[src/sv/assert_macros.svh]
// Assertion helpers shared by the RTL.
`ifndef ASSERT_MACROS_SVH
`define ASSERT_MACROS_SVH

// Same-cycle implication, held off during reset.
`define SRHT_ASSERT_IMP(name, clk_s, rstn_s, ante, cons, msg) \
	name: assert property (@(posedge clk_s) disable iff (!rstn_s) (ante) |-> (cons)) \
		else $error(msg);

// Next-cycle implication, held off during reset.
`define SRHT_ASSERT_NXT(name, clk_s, rstn_s, ante, cons, msg) \
	name: assert property (@(posedge clk_s) disable iff (!rstn_s) (ante) |=> (cons)) \
		else $error(msg);

`endif

[src/sv/srht_pkg.sv]
package srht_pkg;

	// Edge order of the hit mask; edge k runs from corner k to corner k+1.
	localparam int NUM_EDGES   = 4;
	localparam int EDGE_TOP    = 0;
	localparam int EDGE_RIGHT  = 1;
	localparam int EDGE_BOTTOM = 2;
	localparam int EDGE_LEFT   = 3;

	// Per-stage flow control: valid from the stage before, advance of this stage.
	typedef struct packed {
		logic valid;
		logic adv;
	} pipe_ctl_t;

	// Sign of a cross product.
	typedef struct packed {
		logic neg;
		logic zero;
	} sign_t;

endpackage

[src/sv/segment_rectangle_hit_test_core.sv]
// An input transfer reaches its result on the output port through the register stages s1 to s4.
// Throughput: one query per cycle unless the output stalls; each of the four register stages holds one item.
// A stalled output holds the pipe back stage by stage; bubbles are squeezed out.
// Reset (arst_n low, asynchronous) clears every stage valid bit; data registers keep
// whatever they hold and are ignored until a new item arrives.
`include "assert_macros.svh"

module segment_rectangle_hit_test_core import srht_pkg::*; #(
	parameter int COORD_WIDTH = 16
) (
	input  logic                          clk,
	input  logic                          arst_n,
	input  logic                          in_valid,
	output logic                          in_stall,
	input  logic signed [COORD_WIDTH-1:0] ray_origin_x,
	input  logic signed [COORD_WIDTH-1:0] ray_origin_y,
	input  logic signed [COORD_WIDTH-1:0] ray_vector_x,
	input  logic signed [COORD_WIDTH-1:0] ray_vector_y,
	input  logic signed [COORD_WIDTH-1:0] rect_corner_x,
	input  logic signed [COORD_WIDTH-1:0] rect_corner_y,
	input  logic        [COORD_WIDTH-2:0] rect_width,
	input  logic        [COORD_WIDTH-2:0] rect_height,
	output logic                          out_valid,
	input  logic                          out_stall,
	output logic                          hit,
	output logic        [NUM_EDGES-1:0]   edge_hits
);

	// Pipeline overview
	//   s1: corner offsets from the ray origin (dx0, dx1, dy0, dy1), edge degeneracy flags.
	//   s2: four products Vx*dy and Vy*dx; side test of both ray ends against each edge
	//       line. Edges are axis aligned, so that cross product reduces to a sign compare.
	//   s3: ray-line cross product for each of the four corners, kept as sign only.
	//   s4: per-edge reject from the corner signs, OR'ed into hit; this is the output
	//       register.
	// Coordinates widen to COORD_WIDTH+2 bits for offsets and 2*COORD_WIDTH+3 for the
	// cross difference, so no sum or product wraps.

	localparam int CW = COORD_WIDTH;

	logic                 valid_s1, valid_s2, valid_s3;
	logic                 adv_s1, adv_s2, adv_s3, adv_s4;
	logic signed [CW+1:0] dx0_s1, dx1_s1, dy0_s1, dy1_s1;
	logic signed [CW-1:0] vx_s1, vy_s1;
	logic                 w_nz_s1, h_nz_s1;
	sign_t [NUM_EDGES-1:0] sgn_s3;
	logic  [NUM_EDGES-1:0] erej_s3;
	pipe_ctl_t            ctl_s1, ctl_s2, ctl_s4;

	// Advance a stage when it is empty or its successor advances too.
	assign adv_s4   = !out_valid || !out_stall;
	assign adv_s3   = !valid_s3 || adv_s4;
	assign adv_s2   = !valid_s2 || adv_s3;
	assign adv_s1   = !valid_s1 || adv_s2;
	assign in_stall = !adv_s1;

	assign ctl_s1 = '{valid: in_valid, adv: adv_s1};
	assign ctl_s2 = '{valid: valid_s1, adv: adv_s2};
	assign ctl_s4 = '{valid: valid_s3, adv: adv_s4};

	srht_prep #(.CW(CW)) u_prep (
		.clk           (clk),
		.arst_n        (arst_n),
		.ctl           (ctl_s1),
		.ray_origin_x  (ray_origin_x),
		.ray_origin_y  (ray_origin_y),
		.ray_vector_x  (ray_vector_x),
		.ray_vector_y  (ray_vector_y),
		.rect_corner_x (rect_corner_x),
		.rect_corner_y (rect_corner_y),
		.rect_width    (rect_width),
		.rect_height   (rect_height),
		.valid_s1      (valid_s1),
		.dx0_s1        (dx0_s1),
		.dx1_s1        (dx1_s1),
		.dy0_s1        (dy0_s1),
		.dy1_s1        (dy1_s1),
		.vx_s1         (vx_s1),
		.vy_s1         (vy_s1),
		.w_nz_s1       (w_nz_s1),
		.h_nz_s1       (h_nz_s1)
	);

	srht_cross #(.CW(CW)) u_cross (
		.clk      (clk),
		.arst_n   (arst_n),
		.ctl_s2   (ctl_s2),
		.adv_s3   (adv_s3),
		.dx0_s1   (dx0_s1),
		.dx1_s1   (dx1_s1),
		.dy0_s1   (dy0_s1),
		.dy1_s1   (dy1_s1),
		.vx_s1    (vx_s1),
		.vy_s1    (vy_s1),
		.w_nz_s1  (w_nz_s1),
		.h_nz_s1  (h_nz_s1),
		.valid_s2 (valid_s2),
		.valid_s3 (valid_s3),
		.sgn_s3   (sgn_s3),
		.erej_s3  (erej_s3)
	);

	// The output register doubles as stage 4; it is the only place a result waits.
	srht_resolve u_resolve (
		.clk          (clk),
		.arst_n       (arst_n),
		.ctl          (ctl_s4),
		.sgn_s3       (sgn_s3),
		.erej_s3      (erej_s3),
		.valid_s4     (out_valid),
		.hit_s4       (hit),
		.edge_hits_s4 (edge_hits)
	);

	// An accepted transfer always lands in stage 1.
	`SRHT_ASSERT_NXT(a_accept_enters, clk, arst_n, in_valid && !in_stall, valid_s1, "accepted item lost at stage 1")
	// Input stalls only when every stage is full and the output is blocked.
	`SRHT_ASSERT_IMP(a_stall_when_full, clk, arst_n, in_stall, valid_s1 && valid_s2 && valid_s3 && out_valid && out_stall, "input stalled with room in the pipe")
	// A taken result with nothing behind it leaves the output empty.
	`SRHT_ASSERT_NXT(a_no_repeat, clk, arst_n, out_valid && !out_stall && !valid_s3, !out_valid, "result repeated on output")
	// The summary bit agrees with the edge mask.
	`SRHT_ASSERT_IMP(a_hit_mask, clk, arst_n, out_valid, hit == (edge_hits != '0), "hit disagrees with edge mask")

endmodule

[src/sv/srht_prep.sv]
module srht_prep import srht_pkg::*; #(
	parameter int CW = 16
) (
	input  logic                 clk,
	input  logic                 arst_n,
	input  pipe_ctl_t            ctl,
	input  logic signed [CW-1:0] ray_origin_x,
	input  logic signed [CW-1:0] ray_origin_y,
	input  logic signed [CW-1:0] ray_vector_x,
	input  logic signed [CW-1:0] ray_vector_y,
	input  logic signed [CW-1:0] rect_corner_x,
	input  logic signed [CW-1:0] rect_corner_y,
	input  logic        [CW-2:0] rect_width,
	input  logic        [CW-2:0] rect_height,
	output logic                 valid_s1,
	output logic signed [CW+1:0] dx0_s1,
	output logic signed [CW+1:0] dx1_s1,
	output logic signed [CW+1:0] dy0_s1,
	output logic signed [CW+1:0] dy1_s1,
	output logic signed [CW-1:0] vx_s1,
	output logic signed [CW-1:0] vy_s1,
	output logic                 w_nz_s1,
	output logic                 h_nz_s1
);

	localparam int DW = CW + 2;

	logic signed [DW-1:0] ox_e, oy_e, cx_e, cy_e, w_e, h_e;
	logic signed [DW-1:0] dx0, dx1, dy0, dy1;

	assign ox_e = DW'(ray_origin_x);
	assign oy_e = DW'(ray_origin_y);
	assign cx_e = DW'(rect_corner_x);
	assign cy_e = DW'(rect_corner_y);
	assign w_e  = DW'(rect_width);
	assign h_e  = DW'(rect_height);

	// Corner offsets from the ray origin.
	assign dx0 = cx_e - ox_e;
	assign dx1 = cx_e + w_e - ox_e;
	assign dy0 = cy_e - oy_e;
	assign dy1 = cy_e + h_e - oy_e;

	always_ff @(posedge clk or negedge arst_n) begin
		if (!arst_n) begin
			valid_s1 <= 1'b0;
		end else if (ctl.adv) begin
			valid_s1 <= ctl.valid;
		end
	end

	always_ff @(posedge clk) begin
		if (ctl.adv && ctl.valid) begin
			dx0_s1  <= dx0;
			dx1_s1  <= dx1;
			dy0_s1  <= dy0;
			dy1_s1  <= dy1;
			vx_s1   <= ray_vector_x;
			vy_s1   <= ray_vector_y;
			w_nz_s1 <= (rect_width != '0);
			h_nz_s1 <= (rect_height != '0);
		end
	end

endmodule

[src/sv/srht_cross.sv]
module srht_cross import srht_pkg::*; #(
	parameter int CW = 16
) (
	input  logic                        clk,
	input  logic                        arst_n,
	input  pipe_ctl_t                   ctl_s2,
	input  logic                        adv_s3,
	input  logic signed [CW+1:0]        dx0_s1,
	input  logic signed [CW+1:0]        dx1_s1,
	input  logic signed [CW+1:0]        dy0_s1,
	input  logic signed [CW+1:0]        dy1_s1,
	input  logic signed [CW-1:0]        vx_s1,
	input  logic signed [CW-1:0]        vy_s1,
	input  logic                        w_nz_s1,
	input  logic                        h_nz_s1,
	output logic                        valid_s2,
	output logic                        valid_s3,
	output sign_t [NUM_EDGES-1:0]       sgn_s3,
	output logic  [NUM_EDGES-1:0]       erej_s3
);

	localparam int DW = CW + 2;
	localparam int PW = CW + DW;
	localparam int XW = PW + 1;

	// Both nonzero and on the same side.
	function automatic logic strict_same(input logic signed [DW:0] a, input logic signed [DW:0] b);
		strict_same = (a != '0) && (b != '0) && (a[DW] == b[DW]);
	endfunction

	logic signed [PW-1:0] pxy0, pxy1, pyx0, pyx1;
	logic signed [PW-1:0] pxy0_s2, pxy1_s2, pyx0_s2, pyx1_s2;
	logic [NUM_EDGES-1:0] erej, erej_s2;
	logic signed [XW-1:0] cr [NUM_EDGES];
	sign_t [NUM_EDGES-1:0] sgn;

	// Stage 2: the four products, and the edge-line side test for each edge.
	assign pxy0 = PW'(vx_s1) * PW'(dy0_s1);
	assign pxy1 = PW'(vx_s1) * PW'(dy1_s1);
	assign pyx0 = PW'(vy_s1) * PW'(dx0_s1);
	assign pyx1 = PW'(vy_s1) * PW'(dx1_s1);

	assign erej[EDGE_TOP]    = w_nz_s1 && strict_same((DW+1)'(dy0_s1),
	                                                   (DW+1)'(dy0_s1) - (DW+1)'(vy_s1));
	assign erej[EDGE_RIGHT]  = h_nz_s1 && strict_same((DW+1)'(dx1_s1),
	                                                   (DW+1)'(dx1_s1) - (DW+1)'(vx_s1));
	assign erej[EDGE_BOTTOM] = w_nz_s1 && strict_same((DW+1)'(dy1_s1),
	                                                   (DW+1)'(dy1_s1) - (DW+1)'(vy_s1));
	assign erej[EDGE_LEFT]   = h_nz_s1 && strict_same((DW+1)'(dx0_s1),
	                                                   (DW+1)'(dx0_s1) - (DW+1)'(vx_s1));

	// Stage 3: cross of the ray vector with each corner offset, reduced to its sign.
	assign cr[0] = XW'(pxy0_s2) - XW'(pyx0_s2);
	assign cr[1] = XW'(pxy0_s2) - XW'(pyx1_s2);
	assign cr[2] = XW'(pxy1_s2) - XW'(pyx1_s2);
	assign cr[3] = XW'(pxy1_s2) - XW'(pyx0_s2);

	for (genvar k = 0; k < NUM_EDGES; k++) begin : g_sign
		assign sgn[k].neg  = cr[k][XW-1];
		assign sgn[k].zero = (cr[k] == '0);
	end

	always_ff @(posedge clk or negedge arst_n) begin
		if (!arst_n) begin
			valid_s2 <= 1'b0;
			valid_s3 <= 1'b0;
		end else begin
			if (ctl_s2.adv) begin
				valid_s2 <= ctl_s2.valid;
			end
			if (adv_s3) begin
				valid_s3 <= valid_s2;
			end
		end
	end

	always_ff @(posedge clk) begin
		if (ctl_s2.adv && ctl_s2.valid) begin
			pxy0_s2 <= pxy0;
			pxy1_s2 <= pxy1;
			pyx0_s2 <= pyx0;
			pyx1_s2 <= pyx1;
			erej_s2 <= erej;
		end
		if (adv_s3 && valid_s2) begin
			sgn_s3  <= sgn;
			erej_s3 <= erej_s2;
		end
	end

endmodule

[src/sv/srht_resolve.sv]
module srht_resolve import srht_pkg::*; (
	input  logic                  clk,
	input  logic                  arst_n,
	input  pipe_ctl_t             ctl,
	input  sign_t [NUM_EDGES-1:0] sgn_s3,
	input  logic  [NUM_EDGES-1:0] erej_s3,
	output logic                  valid_s4,
	output logic                  hit_s4,
	output logic  [NUM_EDGES-1:0] edge_hits_s4
);

	logic [NUM_EDGES-1:0] rrej, hits;

	// Reject an edge when both of its corners lie strictly on one side of the ray line.
	for (genvar k = 0; k < NUM_EDGES; k++) begin : g_edge
		localparam int NX = (k == NUM_EDGES - 1) ? 0 : k + 1;
		assign rrej[k] = !sgn_s3[k].zero && !sgn_s3[NX].zero
		                 && (sgn_s3[k].neg == sgn_s3[NX].neg);
	end

	assign hits = ~(rrej | erej_s3);

	always_ff @(posedge clk or negedge arst_n) begin
		if (!arst_n) begin
			valid_s4 <= 1'b0;
		end else if (ctl.adv) begin
			valid_s4 <= ctl.valid;
		end
	end

	always_ff @(posedge clk) begin
		if (ctl.adv && ctl.valid) begin
			edge_hits_s4 <= hits;
			hit_s4       <= |hits;
		end
	end

endmodule

[config.mk]
export PLATFORM = sky130hd
export DESIGN_NAME = segment_rectangle_hit_test_core
export DESIGN_NICKNAME = d
export VERILOG_FILES = /design/src/sv/srht_pkg.sv /design/src/sv/segment_rectangle_hit_test_core.sv /design/src/sv/srht_prep.sv /design/src/sv/srht_cross.sv /design/src/sv/srht_resolve.sv
export VERILOG_INCLUDE_DIRS = /design/src /design/src/sv
export SDC_FILE = /design/constraint.sdc
export NUM_CORES = 2
export LEC_CHECK = 0
export BUFFER_PORTS_ARGS = -buffer_cell sky130_fd_sc_hd__buf_4
export CAP_MARGIN = 20
export CORE_MARGIN = 5
export CORE_UTILIZATION = 45
export DETAILED_ROUTE_END_ITERATION = 10
export HOLD_SLACK_MARGIN = 0.03
export MAX_ROUTING_LAYER = met4
export SLEW_MARGIN = 0
export SYNTH_ARGS = -nofsm -noshare
export SYNTH_HDL_FRONTEND = slang
export SYNTH_HIERARCHICAL = 1
export SYNTH_SLANG_ARGS = --single-unit
[constraint.sdc]
create_clock -name clk -period 6.5 [get_ports clk]
set_clock_uncertainty 0.15 [all_clocks]
set_input_delay 0.65 -clock clk [delete_from_list [all_inputs] [get_ports clk]]
set_output_delay 0.65 -clock clk [all_outputs]
set_load 0.1 [all_outputs]
==> impl_metrics.csv <==
group,metric,value,unit
status,status,"complete, but fails checks",
status,violations,"negative setup slack",
logic_synthesis,synth_cells,7286,
placement,dp_hpwl,179000,um
logic_synthesis,synthArstFlopShare,0.0151,
global_routing,grt_pass1_wl,327000,um
sta,setup_ws,-0.382,ns
cells_and_area,nets,9939,
critical_path,worstSetupPathType,"register to register",
die,die_h,394,um
route,vias,53200,
die,num_rows,140,
clock_network,clock_latency,0.62,ns
logic_synthesis,yosysSeqAreaShare,0.120,
logic_synthesis,post-synth-top-area-fraction,0.362,
logic_synthesis,synth_common_cells,"inv_1 (1632), fa_1 (1196), nand2_1 (734)",
clock_network,tritoncts,"done",
worst_hold_path,min_path_type,"input pin to register",
clock_network,cts-root-buf,"clkbuf_16",
sta,fmax,0.145,GHz
sta,finalSetupViolations,22,
placement,place.gp.congestion,0.955,
clock_network,htree_levels,2,
global_routing,grt_pass1_vias,55800,
worst_hold_path,whs_path_depth,1,
run,drv_cap,0,
placement,place_worst_setup_slack,-0.715,ns
critical_path,cp-end-kind,"register",
critical_path,r2r_cells,25,
critical_path,path_max_fanout,7,
sta,drv_slew,0,
sta,grt_setup_unrepaired,"yes",
critical_path,cp.arrival,7.06,ns
critical_path,slowest_stage,"fa_1",
logic_synthesis,synth-main-ff-cell,"edfxtp_1",
die,fp.dieW,394,um
route,drt.antenna.violating_nets,0,
global_routing,grt_use_total,0.280,
route,wirelength,211000,um
clock_network,cts_sinks,265,
logic_synthesis,avgSynthCellArea,9.09,um2
route,drtIter0Drc,3544,
logic_synthesis,yosysMostFrequentCell,"inv_1",
global_routing,gr-total-overflow,0,
logic_synthesis,yosysTopAreaCell,"fa_1",
route,viasPerCell,5.35,
clock_network,clock_path_buffers,3,
cells_and_area,drive_gt1_frac,0.159,
logic_synthesis,ys_ff_latch,265,
die,pin_count,137,
clock_network,clk_pin_slew,0.07,ns
critical_path,cpMostUsedCell,"fa_1",
die,dieArea,155000,um2
route,drt-wirelength-per-cell,21.3,um
global_routing,antenna_found_initial,9,
critical_path,worst_ep_required_time,6.68,ns
clock_network,cts-buffers-inserted,37,
route,dr.pass1.iters,6,
die,core-area,146000,um2
critical_path,crit_path_start_kind,"register",
sta,timing.final.crit_share,1.06,
logic_synthesis,synth_area,66200,um2
sta,tightest_slew,1.13,ns
cells_and_area,instances_no_fill,9939,
global_routing,grt_max_degree,141,
logic_synthesis,ys_warn_count,6,
sta,relSlewSlack,0.246,
die,start_util,0.454,
sta,hold_viol,0,
logic_synthesis,synth_fp_nets,9232,
placement,place_inst,9746,
critical_path,critPathMaxStageDelay,0.55,ns
logic_synthesis,synthTopCellsByArea,"fa_1 (36%), edfxtp_1 (12%), ha_1 (12%), inv_1 (9.3%), and2_1 (4.9%)",
sta,post-route-min-period,6.88,ns
placement,io_buffers,136,
logic_synthesis,synth_cell_types,105,
logic_synthesis,synth-edff-count,261,
cells_and_area,syn2layout_area_growth,17.9,%
route,drc,0,
[worst max-delay path, delay by kind of cell, from the launching register on]
kind / cells / cell delay, ns
adder cells (fa/ha/maj): 7 / 3.38
AO/OA/AOI/OAI: 11 / 1.89
buffers and inverters: 5 / 0.48
AND/OR/NAND/NOR: 1 / 0.14
flip-flops: 1 / 0.38
XOR/XNOR: 1 / 0.18
[final cells by class]
cell class              instances  area [um2]
flip-flops and latches        265        7940
well taps                    1917        2400
clock inverters                21         208
clock buffers                  44         973
repair buffers                898        7760
diodes                          3        7.51
fillers                     13400       67800
inverters                    1633        6130
multi-input cells            5158       52700
[worst paths after layout]
check / start / endpoint / slack [ns]
worst min-delay path: ray_vector_y[7] / u_prep/vy_s1[7] / 0.08
min in group asynchronous: arst_n / u_prep/valid_s1 / 0.22
worst max-delay path: u_prep/vy_s1[6] / u_cross/pyx1_s2[31] / -0.38
worst min register to register: u_cross/erej_s2[1] / u_cross/erej_s3[1] / 0.29
max in group asynchronous: arst_n / u_cross/valid_s3 / 5.87
worst max register to register: u_prep/vy_s1[6] / u_cross/pyx1_s2[31] / -0.38
[through the flow]
stage | util | hold slack, ns | TNS [ns] | cell area, um2
6_report | 0.535 | 0.0780 | -4.68 | 78100
3_3_place_gp | 0.508 | 0.262 | -11.22 | 74100
5_1_grt | 0.535 | 0.0526 | -10.57 | 78100
4_1_cts | 0.528 | 0.0315 | -3.32 | 77000
2_1_floorplan | - | 0.204 | -0.0581 | 66500
3_5_place_dp | 0.508 | 0.280 | -12.55 | 74100
[sequential cells by signal (all words and copies together) (netlist names), 8 cells and up]
signal and flops:
u_prep/dy0_s1 17, u_cross/pyx0_s2 34, u_prep/dx1_s1 18, u_cross/sgn_s3 8
u_prep/vy_s1 16, u_prep/dy1_s1 18, u_cross/pxy0_s2 34, u_prep/dx0_s1 17
u_cross/pyx1_s2 34, u_prep/vx_s1 16, u_cross/pxy1_s2 34
[layer usage]
metal | vias up | track usage | part of all wire
li1 | 24500 | - | -
met1 | 26800 | 0.374 | 0.44
met2 | 1564 | 0.452 | 0.47
met3 | 330 | 0.0340 | 0.057
met4 | 0 | 0.0845 | 0.037
met5 | - | - | 0
[timing repair]
item,CTS,global route
endpoints found under the hold margin,18,0
endpoints found under the setup margin,45,47
hold buffers,15,0
pin swaps,143,200
cloned,1,3
resized for setup,229,203
buffers inserted,81,46
[layout by cell type, fill, tap and decap left out, types with 60 or more instances in the layout]
| master | Yosys | routed |
|---|---|---|
| a21o_1 | 113 | 113 |
| a21oi_1 | 286 | 258 |
| and2_1 | 517 | 486 |
| buf_4 | 3 | 754 |
| buf_6 | 0 | 70 |
| edfxtp_1 | 261 | 261 |
| fa_1 | 1196 | 1154 |
| ha_1 | 620 | 581 |
| inv_1 | 1632 | 1590 |
| nand2_1 | 734 | 712 |
| nand2b_1 | 68 | 67 |
| nand3_1 | 62 | 60 |
| nor2_1 | 296 | 286 |
| nor3_1 | 72 | 69 |
| o21ai_0 | 184 | 163 |
| xnor2_1 | 189 | 180 |
| xor2_1 | 82 | 77 |
[logic make-up after synthesis]
group / count (synthesis) / synth area share
AOI/OAI and AO/OA: 1044 / 0.106
xor gates and xnor gates: 271 / 0.0359
adders and majority gates: 1817 / 0.479
buffers and inverters: 1863 / 0.106
DFF: 265 / 0.120
muxes: 27 / 0.00423
and+or+nand+nor: 1999 / 0.150
Power is left out: the tool's default activity adds up to more than one toggle a clock period on the data nets, which glitch-free logic cannot reach.
